### src/rtl/bvd_pkg.sv
`timescale 1ns / 1ps

package bvd_pkg;

    // Configuration register indexes.
    localparam int CFG_IDX_W = 2;
    localparam logic [CFG_IDX_W-1:0] REG_ROW_STRIDE   = 2'd0;
    localparam logic [CFG_IDX_W-1:0] REG_COLUMN_COUNT = 2'd1;
    localparam logic [CFG_IDX_W-1:0] REG_XOR_MODE     = 2'd2;

    localparam logic [15:0] ROW_STRIDE_RESET   = 16'd40;
    localparam logic [15:0] COLUMN_COUNT_RESET = 16'd40;
    localparam logic        XOR_MODE_RESET     = 1'b0;

    // Operation codes: bit 7 set marks a literal run, the low 7 bits its length.
    localparam int LITERAL_BIT = 7;
    localparam logic [6:0] RUN_MASK = 7'h7F;

    localparam int OFFSET_W = 24;
    localparam int PROD_W   = 24;

    typedef struct packed {
        logic [15:0] row_stride;
        logic [15:0] column_count;
        logic        xor_mode;
    } bvd_cfg_t;

    // One parsed operation handed from the parser to the write stage.
    typedef struct packed {
        logic       has_write;
        logic [7:0] data;
        logic [7:0] rows;
        logic       done;
    } bvd_op_t;

    typedef struct packed {
        logic                write_valid;
        logic [OFFSET_W-1:0] write_offset;
        logic [7:0]          write_data;
        logic [7:0]          repeat_count;
        logic                apply_xor;
        logic                frame_done;
        logic                overrun;
    } bvd_res_t;

endpackage

### src/rtl/bvd_fifo.sv
`timescale 1ns / 1ps

module bvd_fifo #(
    parameter int WIDTH = 8,
    parameter int DEPTH = 4
) (
    input  logic             clk,
    input  logic             rst_n,
    input  logic             push,
    input  logic [WIDTH-1:0] wdata,
    output logic             full,
    input  logic             pop,
    output logic [WIDTH-1:0] rdata,
    output logic             empty
);

    localparam int PTR_W = (DEPTH > 1) ? $clog2(DEPTH) : 1;
    localparam int CNT_W = $clog2(DEPTH + 1);
    localparam logic [PTR_W-1:0] LAST_PTR = PTR_W'(DEPTH - 1);
    localparam logic [CNT_W-1:0] FULL_CNT = CNT_W'(DEPTH);

    logic [WIDTH-1:0] mem_reg [DEPTH];
    logic [PTR_W-1:0] wr_ptr_reg;
    logic [PTR_W-1:0] wr_ptr_next;
    logic [PTR_W-1:0] rd_ptr_reg;
    logic [PTR_W-1:0] rd_ptr_next;
    logic [CNT_W-1:0] count_reg;
    logic [CNT_W-1:0] count_next;
    logic             do_push;
    logic             do_pop;

    assign full    = (count_reg == FULL_CNT);
    assign empty   = (count_reg == '0);
    assign do_push = push && !full;
    assign do_pop  = pop && !empty;
    assign rdata   = mem_reg[rd_ptr_reg];

    always_comb
    begin
        wr_ptr_next = wr_ptr_reg;
        rd_ptr_next = rd_ptr_reg;
        count_next  = count_reg;
        if (do_push)
        begin
            wr_ptr_next = (wr_ptr_reg == LAST_PTR) ? '0 : wr_ptr_reg + 1'b1;
        end
        if (do_pop)
        begin
            rd_ptr_next = (rd_ptr_reg == LAST_PTR) ? '0 : rd_ptr_reg + 1'b1;
        end
        if (do_push && !do_pop)
        begin
            count_next = count_reg + 1'b1;
        end
        else if (do_pop && !do_push)
        begin
            count_next = count_reg - 1'b1;
        end
    end

    always_ff @(posedge clk or negedge rst_n)
    begin
        if (!rst_n)
        begin
            wr_ptr_reg <= '0;
            rd_ptr_reg <= '0;
            count_reg  <= '0;
        end
        else
        begin
            wr_ptr_reg <= wr_ptr_next;
            rd_ptr_reg <= rd_ptr_next;
            count_reg  <= count_next;
        end
    end

    always_ff @(posedge clk)
    begin
        if (do_push)
        begin
            mem_reg[wr_ptr_reg] <= wdata;
        end
    end

endmodule

### src/rtl/bvd_front.sv
`timescale 1ns / 1ps

module bvd_front #(
    parameter int ADDR_BITS = 24
) (
    input  logic               clk,
    input  logic               rst_n,
    input  logic               accept,
    input  logic [7:0]         delta_byte,
    input  bvd_pkg::bvd_cfg_t  cfg,
    output logic               item_push,
    output bvd_pkg::bvd_op_t   item,
    output logic [ADDR_BITS:0] item_cursor
);

    import bvd_pkg::*;

    localparam int CUR_W = ADDR_BITS + 1;
    localparam int SUM_W = ((CUR_W > PROD_W) ? CUR_W : PROD_W) + 1;
    localparam logic [SUM_W-1:0] LIMIT = SUM_W'(1) << ADDR_BITS;

    localparam logic [2:0] PH_COUNT   = 3'd0;
    localparam logic [2:0] PH_CODE    = 3'd1;
    localparam logic [2:0] PH_RCOUNT  = 3'd2;
    localparam logic [2:0] PH_RVALUE  = 3'd3;
    localparam logic [2:0] PH_LITERAL = 3'd4;

    logic [2:0]       phase_reg;
    logic [2:0]       phase_next;
    logic [15:0]      col_reg;
    logic [15:0]      col_next;
    logic [7:0]       ops_reg;
    logic [7:0]       ops_next;
    logic [CUR_W-1:0] cursor_reg;
    logic [CUR_W-1:0] cursor_next;
    logic [7:0]       run_reg;
    logic [7:0]       run_next;

    logic             fin_en;
    logic [7:0]       fin_ops_in;
    logic [7:0]       ops_dec;
    logic [15:0]      col_inc;
    logic             fin_done;
    logic             done_direct;
    logic             adv_en;
    logic [7:0]       adv_rows;
    logic [PROD_W-1:0] adv_prod;
    logic [SUM_W-1:0] adv_sum;
    logic             wr_en;
    logic [7:0]       wr_rows;
    logic [7:0]       run_dec;

    assign adv_prod = cfg.row_stride * adv_rows;
    assign adv_sum  = SUM_W'(cursor_reg) + SUM_W'(adv_prod);
    assign ops_dec  = fin_ops_in - 8'd1;
    assign col_inc  = col_reg + 16'd1;
    assign run_dec  = run_reg - 8'd1;

    always_comb
    begin
        phase_next  = phase_reg;
        col_next    = col_reg;
        ops_next    = ops_reg;
        cursor_next = cursor_reg;
        run_next    = run_reg;
        fin_en      = 1'b0;
        fin_ops_in  = ops_reg;
        fin_done    = 1'b0;
        done_direct = 1'b0;
        adv_en      = 1'b0;
        adv_rows    = '0;
        wr_en       = 1'b0;
        wr_rows     = '0;

        case (phase_reg)
            PH_CODE:
            begin
                if (delta_byte == 8'd0)
                begin
                    phase_next = PH_RCOUNT;
                end
                else if (!delta_byte[LITERAL_BIT])
                begin
                    adv_en   = 1'b1;
                    adv_rows = delta_byte;
                    fin_en   = 1'b1;
                end
                else if ((delta_byte[6:0] & RUN_MASK) == 7'd0)
                begin
                    fin_en = 1'b1;
                end
                else
                begin
                    run_next   = {1'b0, delta_byte[6:0] & RUN_MASK};
                    phase_next = PH_LITERAL;
                end
            end
            PH_RCOUNT:
            begin
                run_next   = delta_byte;
                phase_next = PH_RVALUE;
            end
            PH_RVALUE:
            begin
                if (run_reg != 8'd0)
                begin
                    wr_en    = 1'b1;
                    wr_rows  = run_reg;
                    adv_en   = 1'b1;
                    adv_rows = run_reg;
                end
                run_next = '0;
                fin_en   = 1'b1;
            end
            PH_LITERAL:
            begin
                wr_en    = 1'b1;
                wr_rows  = 8'd1;
                adv_en   = 1'b1;
                adv_rows = 8'd1;
                run_next = run_dec;
                if (run_dec == 8'd0)
                begin
                    fin_en = 1'b1;
                end
            end
            default:
            begin
                // Expecting an operation count; past the last column the byte only ends the frame.
                if (col_reg >= cfg.column_count)
                begin
                    col_next    = '0;
                    phase_next  = PH_COUNT;
                    done_direct = 1'b1;
                end
                else
                begin
                    cursor_next = CUR_W'(col_reg);
                    ops_next    = delta_byte;
                    run_next    = '0;
                    if (delta_byte == 8'd0)
                    begin
                        fin_en     = 1'b1;
                        fin_ops_in = 8'd1;
                    end
                    else
                    begin
                        phase_next = PH_CODE;
                    end
                end
            end
        endcase

        if (adv_en)
        begin
            cursor_next = (adv_sum > LIMIT) ? CUR_W'(LIMIT) : CUR_W'(adv_sum);
        end

        if (fin_en)
        begin
            if (ops_dec != 8'd0)
            begin
                phase_next = PH_CODE;
                ops_next   = ops_dec;
            end
            else
            begin
                phase_next = PH_COUNT;
                ops_next   = '0;
                if ((col_inc >= cfg.column_count) || (col_inc == 16'd0))
                begin
                    col_next = '0;
                    fin_done = 1'b1;
                end
                else
                begin
                    col_next = col_inc;
                end
            end
        end
    end

    assign item_push      = accept && (wr_en || done_direct || fin_done);
    assign item.has_write = wr_en;
    assign item.data      = delta_byte;
    assign item.rows      = wr_rows;
    assign item.done      = done_direct || fin_done;
    assign item_cursor    = cursor_reg;

    always_ff @(posedge clk or negedge rst_n)
    begin
        if (!rst_n)
        begin
            phase_reg  <= PH_COUNT;
            col_reg    <= '0;
            ops_reg    <= '0;
            cursor_reg <= '0;
            run_reg    <= '0;
        end
        else if (accept)
        begin
            phase_reg  <= phase_next;
            col_reg    <= col_next;
            ops_reg    <= ops_next;
            cursor_reg <= cursor_next;
            run_reg    <= run_next;
        end
    end

    // The cursor saturates at the end of the plane and never passes it.
    assert property (@(posedge clk) disable iff (!rst_n)
        SUM_W'(cursor_reg) <= LIMIT)
    else $error("cursor beyond plane limit");

    // While operation codes are expected, at least one operation is still pending.
    assert property (@(posedge clk) disable iff (!rst_n)
        (phase_reg == PH_CODE) |-> (ops_reg != 8'd0))
    else $error("operation code phase with no operations left");

    // Ending a frame always rewinds to the first column.
    assert property (@(posedge clk) disable iff (!rst_n)
        (item_push && item.done) |=> (col_reg == 16'd0 && phase_reg == PH_COUNT))
    else $error("frame end did not rewind the column index");

endmodule

### src/rtl/bvd_back.sv
`timescale 1ns / 1ps

module bvd_back #(
    parameter int ADDR_BITS = 24
) (
    input  logic               clk,
    input  logic               rst_n,
    input  logic               q_empty,
    output logic               q_pop,
    input  bvd_pkg::bvd_op_t   q_item,
    input  logic [ADDR_BITS:0] q_cursor,
    input  bvd_pkg::bvd_cfg_t  cfg,
    input  logic               out_full,
    output logic               out_push,
    output bvd_pkg::bvd_res_t  out_res
);

    import bvd_pkg::*;

    localparam int CUR_W = ADDR_BITS + 1;
    localparam int SUM_W = ((CUR_W > PROD_W) ? CUR_W : PROD_W) + 1;
    localparam logic [SUM_W-1:0] LIMIT = SUM_W'(1) << ADDR_BITS;

    logic              s1_v_reg;
    logic              s1_v_next;
    bvd_op_t           s1_item_reg;
    logic [CUR_W-1:0]  s1_cursor_reg;
    logic [PROD_W-1:0] s1_prod_reg;
    logic              s1_load;
    logic [7:0]        rows_m1;
    logic [PROD_W-1:0] prod;
    logic [SUM_W-1:0]  last_row;
    logic              ovr;
    logic              wr_ok;

    assign out_push = s1_v_reg && !out_full;
    assign s1_load  = !s1_v_reg || out_push;
    assign q_pop    = !q_empty && s1_load;

    // Rows past the first: the last written byte sits that many strides down.
    assign rows_m1 = q_item.rows - 8'd1;
    assign prod    = cfg.row_stride * rows_m1;

    assign last_row = SUM_W'(s1_cursor_reg) + SUM_W'(s1_prod_reg);
    assign ovr      = s1_item_reg.has_write && (last_row >= LIMIT);
    assign wr_ok    = s1_item_reg.has_write && !ovr;

    always_comb
    begin
        out_res.write_valid  = wr_ok;
        out_res.write_offset = wr_ok ? OFFSET_W'(s1_cursor_reg) : '0;
        out_res.write_data   = wr_ok ? s1_item_reg.data : '0;
        out_res.repeat_count = wr_ok ? s1_item_reg.rows : '0;
        out_res.apply_xor    = wr_ok && cfg.xor_mode;
        out_res.frame_done   = s1_item_reg.done;
        out_res.overrun      = ovr;
    end

    assign s1_v_next = q_pop || (s1_v_reg && !out_push);

    always_ff @(posedge clk or negedge rst_n)
    begin
        if (!rst_n)
        begin
            s1_v_reg <= 1'b0;
        end
        else
        begin
            s1_v_reg <= s1_v_next;
        end
    end

    always_ff @(posedge clk)
    begin
        if (q_pop)
        begin
            s1_item_reg   <= q_item;
            s1_cursor_reg <= q_cursor;
            s1_prod_reg   <= prod;
        end
    end

    // A result carries a write or an overrun, never both.
    assert property (@(posedge clk) disable iff (!rst_n)
        out_push |-> !(out_res.write_valid && out_res.overrun))
    else $error("write and overrun in one result");

    // Every result has something to report.
    assert property (@(posedge clk) disable iff (!rst_n)
        out_push |-> (out_res.write_valid || out_res.overrun || out_res.frame_done))
    else $error("empty result pushed");

    // A write covers at least one row.
    assert property (@(posedge clk) disable iff (!rst_n)
        (out_push && out_res.write_valid) |-> (out_res.repeat_count != 8'd0))
    else $error("write with zero repeat count");

endmodule

### src/rtl/byte_vertical_delta_decoder.sv
`timescale 1ns / 1ps

// Vertical byte delta decoder: takes one delta byte per cycle while full is
// low and turns each column's skip, literal and repeat operations into plane
// write commands (first offset, data, repeat count at row_stride, set or XOR).
// The parser feeds a four-entry operation queue; the write stage checks the
// last row of each write against the plane size over one multiply stage, and
// a four-entry result queue holds finished results. Sustained rate is one byte
// per cycle while results are popped; results pass the operation queue, the
// write stage register and the result queue. full reflects the operation queue.
// Configuration is to be written only while idle; the block does not enforce it.
module byte_vertical_delta_decoder #(
    parameter int ADDR_BITS = 24
) (
    input  logic                                  clk,
    input  logic                                  rst_n,
    input  logic                                  push,
    output logic                                  full,
    input  logic [7:0]                            delta_byte,
    output logic                                  empty,
    input  logic                                  pop,
    output logic                                  write_valid,
    output logic [23:0]                           write_offset,
    output logic [7:0]                            write_data,
    output logic [7:0]                            repeat_count,
    output logic                                  apply_xor,
    output logic                                  frame_done,
    output logic                                  overrun,
    input  logic                                  cfg_valid,
    output logic                                  cfg_ready,
    input  logic [bvd_pkg::CFG_IDX_W-1:0]         cfg_index,
    input  logic [15:0]                           cfg_data
);

    import bvd_pkg::*;

    localparam int CUR_W    = ADDR_BITS + 1;
    localparam int OP_W     = $bits(bvd_op_t);
    localparam int MID_W    = OP_W + CUR_W;
    localparam int RES_W    = $bits(bvd_res_t);
    localparam int Q_DEPTH  = 4;

    bvd_cfg_t         cfg_reg;
    bvd_cfg_t         cfg_next;
    logic             accept;
    logic             item_push;
    bvd_op_t          item;
    logic [CUR_W-1:0] item_cursor;
    logic             mid_full;
    logic             mid_empty;
    logic             mid_pop;
    logic [MID_W-1:0] mid_rdata;
    bvd_op_t          q_item;
    logic [CUR_W-1:0] q_cursor;
    logic             res_full;
    logic             res_push;
    bvd_res_t         res_in;
    logic [RES_W-1:0] res_rdata;
    bvd_res_t         res_out;

    assign cfg_ready = 1'b1;

    always_comb
    begin
        cfg_next = cfg_reg;
        if (cfg_valid)
        begin
            case (cfg_index)
                REG_ROW_STRIDE:   cfg_next.row_stride   = cfg_data;
                REG_COLUMN_COUNT: cfg_next.column_count = cfg_data;
                REG_XOR_MODE:     cfg_next.xor_mode     = cfg_data[0];
                default:          cfg_next = cfg_reg;
            endcase
        end
    end

    always_ff @(posedge clk or negedge rst_n)
    begin
        if (!rst_n)
        begin
            cfg_reg.row_stride   <= ROW_STRIDE_RESET;
            cfg_reg.column_count <= COLUMN_COUNT_RESET;
            cfg_reg.xor_mode     <= XOR_MODE_RESET;
        end
        else
        begin
            cfg_reg <= cfg_next;
        end
    end

    assign full   = mid_full;
    assign accept = push && !mid_full;

    bvd_front #(
        .ADDR_BITS(ADDR_BITS)
    ) u_front (
        .clk        (clk),
        .rst_n      (rst_n),
        .accept     (accept),
        .delta_byte (delta_byte),
        .cfg        (cfg_reg),
        .item_push  (item_push),
        .item       (item),
        .item_cursor(item_cursor)
    );

    bvd_fifo #(
        .WIDTH(MID_W),
        .DEPTH(Q_DEPTH)
    ) u_op_queue (
        .clk  (clk),
        .rst_n(rst_n),
        .push (item_push),
        .wdata({item, item_cursor}),
        .full (mid_full),
        .pop  (mid_pop),
        .rdata(mid_rdata),
        .empty(mid_empty)
    );

    assign q_item   = mid_rdata[MID_W-1:CUR_W];
    assign q_cursor = mid_rdata[CUR_W-1:0];

    bvd_back #(
        .ADDR_BITS(ADDR_BITS)
    ) u_back (
        .clk     (clk),
        .rst_n   (rst_n),
        .q_empty (mid_empty),
        .q_pop   (mid_pop),
        .q_item  (q_item),
        .q_cursor(q_cursor),
        .cfg     (cfg_reg),
        .out_full(res_full),
        .out_push(res_push),
        .out_res (res_in)
    );

    bvd_fifo #(
        .WIDTH(RES_W),
        .DEPTH(Q_DEPTH)
    ) u_res_queue (
        .clk  (clk),
        .rst_n(rst_n),
        .push (res_push),
        .wdata(res_in),
        .full (res_full),
        .pop  (pop),
        .rdata(res_rdata),
        .empty(empty)
    );

    assign res_out      = res_rdata;
    assign write_valid  = res_out.write_valid;
    assign write_offset = res_out.write_offset;
    assign write_data   = res_out.write_data;
    assign repeat_count = res_out.repeat_count;
    assign apply_xor    = res_out.apply_xor;
    assign frame_done   = res_out.frame_done;
    assign overrun      = res_out.overrun;

endmodule
### config.mk
export PLATFORM = sky130hd
export DESIGN_NAME = byte_vertical_delta_decoder
export DESIGN_NICKNAME = d
export VERILOG_FILES = /design/src/rtl/bvd_pkg.sv /design/src/rtl/bvd_fifo.sv /design/src/rtl/bvd_front.sv /design/src/rtl/bvd_back.sv /design/src/rtl/byte_vertical_delta_decoder.sv
export SDC_FILE = /design/constraint.sdc
export NUM_CORES = 1
export LEC_CHECK = 0
export BUFFER_PORTS_ARGS = -buffer_cell sky130_fd_sc_hd__buf_4
export CAP_MARGIN = 10
export CORE_MARGIN = 2
export CORE_UTILIZATION = 50
export DETAILED_ROUTE_END_ITERATION = 8
export MAX_ROUTING_LAYER = met4
export PLACE_DENSITY = 0.66
export REMOVE_ABC_BUFFERS = 1
export SLEW_MARGIN = 10
export SYNTH_ARGS = -nofsm -noshare
export SYNTH_HDL_FRONTEND = slang
export SYNTH_HIERARCHICAL = 1
export SYNTH_SLANG_ARGS = --single-unit
### constraint.sdc
create_clock -name clk -period 7.3 [get_ports clk]
set_input_delay 1.095 -clock clk [delete_from_list [all_inputs] [get_ports clk]]
set_output_delay 1.095 -clock clk [all_outputs]
set_load 0.02 [all_outputs]
==> flow_summary.yaml <==
setup_path:
  cp-end-kind: "flip-flop"
  r2r-start: "u_front/run_reg[1]"
  critPathMaxFanout: 16
  worstReg2RegEnd: "u_front/item_cursor[5]"
  r2r_cells: 27
  cp.arrival_ps: 7500
  start_kind: "flip-flop"
  reg2reg_slack_ps: 310
  worst_ep_required_time_ps: 7810
  path_class: "reg2reg"
die:
  start_util: 0.504
  io_pins: 78
  die_height_um: 264
  rows: 95
  dieArea_mm2: 0.0697
  die_x_um: 264
  core_area_mm2: 0.0670
global_routing:
  grt_max_degree: 100
  grt_remaining_overflow: 0
  grt.total_usage: 0.228
  antenna_found_initial: 1
  grt_pass1_wl_mm: 123
  grt_pass1_vias: 22316
yosys:
  synth_warnings: 6
  syn_inst: 2738
  syn_area_mm2: 0.0338
  ys_seq_area_frac: 0.449
  synthDistinctLibCells: 106
  synth_edf_count: 415
  ys_ff_latch: 523
  synth.avg_cell_area_um2: 12.4
  synth_ff_type: "edfxtp_1"
  synthArstFlopShare: 0.207
final_layout:
  fillers: 5541
  largest_reg_flops: 176
  synthToLayoutAreaGrowth_pct: 11.1
  drive_gt1_frac: 0.169
  fin_util: 0.560
  layout_commonest_cell: "edfxtp_1"
  nets: 3196
  layout_common_cells: "415 x edfxtp_1, 321 x inv_1, 193 x fa_1"
  finalNonFillerCells: 3731
timing:
  max_freq_mhz: 143
  grt_setup_unrepaired: "no"
  period_share: 0.958
  maxSlewHeadroom: 0.272
  hold_viol_final: 0
  period_needed_ps: 6990
  slew_violations: 0
  setup_violations: 0
  setup_tns_ps: 0
  fin_worst_skew_ps: 33.7
  max_slew.worst_pin.slew_ps: 1090
outcome:
  status: "complete, no violations"
route:
  finalWirelength_mm: 75.5
  routedWlPerCell_um: 20.2
  vias: 21584
  ant_nets: 0
  drt_iter0_drc: 1397
  drc: 0
  viasPerCell: 5.79
  drt_pass1_iterations: 5
run:
  max_cap_viol_count: 0
placed_design:
  dpl.hpwl_mm: 55.4
  gp_congestion: 0.849
  io_buffers: 76
  dp_cells: 3615
min_path:
  hold_class: "in2async"
clock_network:
  clk_pin_slew_ps: 60
  cts_made_buffers: 58
  clk_latency_ps: 640
  cts_buffer_depth: 3
  cts_tree: "done"
  clockRootBuffer: "clkbuf_16"
  hold_buffers: 0
  cts_sinks: 523
  h-tree-depth: 2
## kinds of logic after synthesis
kind of cell,share of synthesized area
xor gates and xnor gates,0.0150
buffers and inverters,0.0587
and+or+nand+nor,0.134
muxes,0.0739
other,0.000111
DFF,0.449
adders and majority gates,0.176
AOI/OAI and AO/OA,0.0939
## worst max-delay path, cell delays in order (launching register included)
cell and delay [ps]:
dfrtp_1 390, inv_1 140, ha_1 180, or4b_4 480, o41a_1 380, and2_1 230, a21o_1 210, buf_12 160
nand2_1 90, fa_1 420, inv_1 80, fa_1 450, fa_1 560, inv_1 50, fa_1 480, inv_1 40
ha_1 320, o211ai_1 190, o21ai_2 250, buf_4 170, a21oi_1 60, buf_4 160, o21ai_1 260, xor2_1 200
nor4_4 330, a41oi_4 160, buf_12 180, o31ai_1 220
## final cells by class
cell class	count	area, µm²	area share
diodes	2	5.00	0.000133
clock buffers	73	1570	0.0417
clock inverters	37	435	0.0116
inverters	322	1210	0.0322
multi-input cells	1747	16800	0.447
flip-flops and latches	523	15200	0.404
well taps	873	1090	0.0291
repair buffers	154	1300	0.0346
## Yosys cell counts (7+ instances only)
| library cell | count | area (µm²) |
|---|---|---|
| o211ai_2 | 7 | 87.6 |
| buf_6 | 9 | 101 |
| nor2_1 | 66 | 248 |
| inv_1 | 321 | 1200 |
| o21ai_1 | 18 | 90.1 |
| a211oi_1 | 14 | 105 |
| and3_1 | 65 | 407 |
| xor2_1 | 22 | 193 |
| buf_1 | 7 | 26.3 |
| or2_2 | 11 | 68.8 |
| nand2b_1 | 38 | 238 |
| and2b_2 | 9 | 78.8 |
| fa_1 | 193 | 3860 |
| mux4_2 | 87 | 1960 |
| buf_2 | 42 | 210 |
| ha_1 | 166 | 2080 |
| nand3_1 | 47 | 235 |
| dfrtp_1 | 104 | 2600 |
| clkbuf_1 | 59 | 221 |
| a21oi_1 | 74 | 370 |
| nand3b_1 | 44 | 330 |
| buf_4 | 29 | 218 |
| a21o_1 | 36 | 270 |
| a211o_1 | 7 | 61.3 |
| o2111ai_1 | 51 | 447 |
| o21ai_0 | 54 | 270 |
| nor2b_1 | 158 | 988 |
| nor4_1 | 7 | 43.8 |
| nand4b_1 | 43 | 377 |
| or3_1 | 10 | 62.6 |
| o31ai_1 | 12 | 90.1 |
| a22oi_1 | 19 | 143 |
| mux2_2 | 40 | 450 |
| nand2_1 | 128 | 480 |
| nand4_1 | 21 | 131 |
| nor3_1 | 32 | 160 |
| o211ai_1 | 60 | 450 |
| xnor2_1 | 34 | 298 |
| and2_1 | 45 | 282 |
| edfxtp_1 | 415 | 12500 |
| o21a_1 | 7 | 52.6 |
## metal layers
layer  wire length, µm  track usage  up-vias
li1                  -            -    10040
met4              2260       0.0723        0
met3              2850       0.0294      118
met5                 0            -        -
met1             33100        0.296    11049
met2             37300        0.375      377
## worst max-delay path by stage
stage                             startpoint                      end  slack, ps
finish                    u_front/run_reg[1]   u_front/item_cursor[5]        310
global route              u_front/run_reg[0]  u_front/item_cursor[10]         10
CTS                       u_front/run_reg[0]  u_front/item_cursor[10]        190
detailed placement             delta_byte[7]  u_front/item_cursor[10]        200
global placement               delta_byte[7]  u_front/item_cursor[13]        280
floorplan           u_op_queue/rd_ptr_reg[0]   u_back/s1_prod_reg[20]       -410
## through the flow
stage / setup WS (ps) / hold WS, ps / area (µm²)
finish: 310 / 502 / 37600
global route: 9.76 / 526 / 37600
CTS: 192 / 504 / 37400
detailed placement: 195 / 500 / 35400
global placement: 284 / 493 / 35400
floorplan: -407 / 459 / 33000
## repair_timing
action                                  4_1_cts  5_1_grt
endpoints found under the setup margin        0       22
resized for setup                             0       17
buffers inserted                              0        2
Power is left out: the tool's default activity adds up to more than one toggle a clock period on the data nets, which glitch-free logic cannot reach.
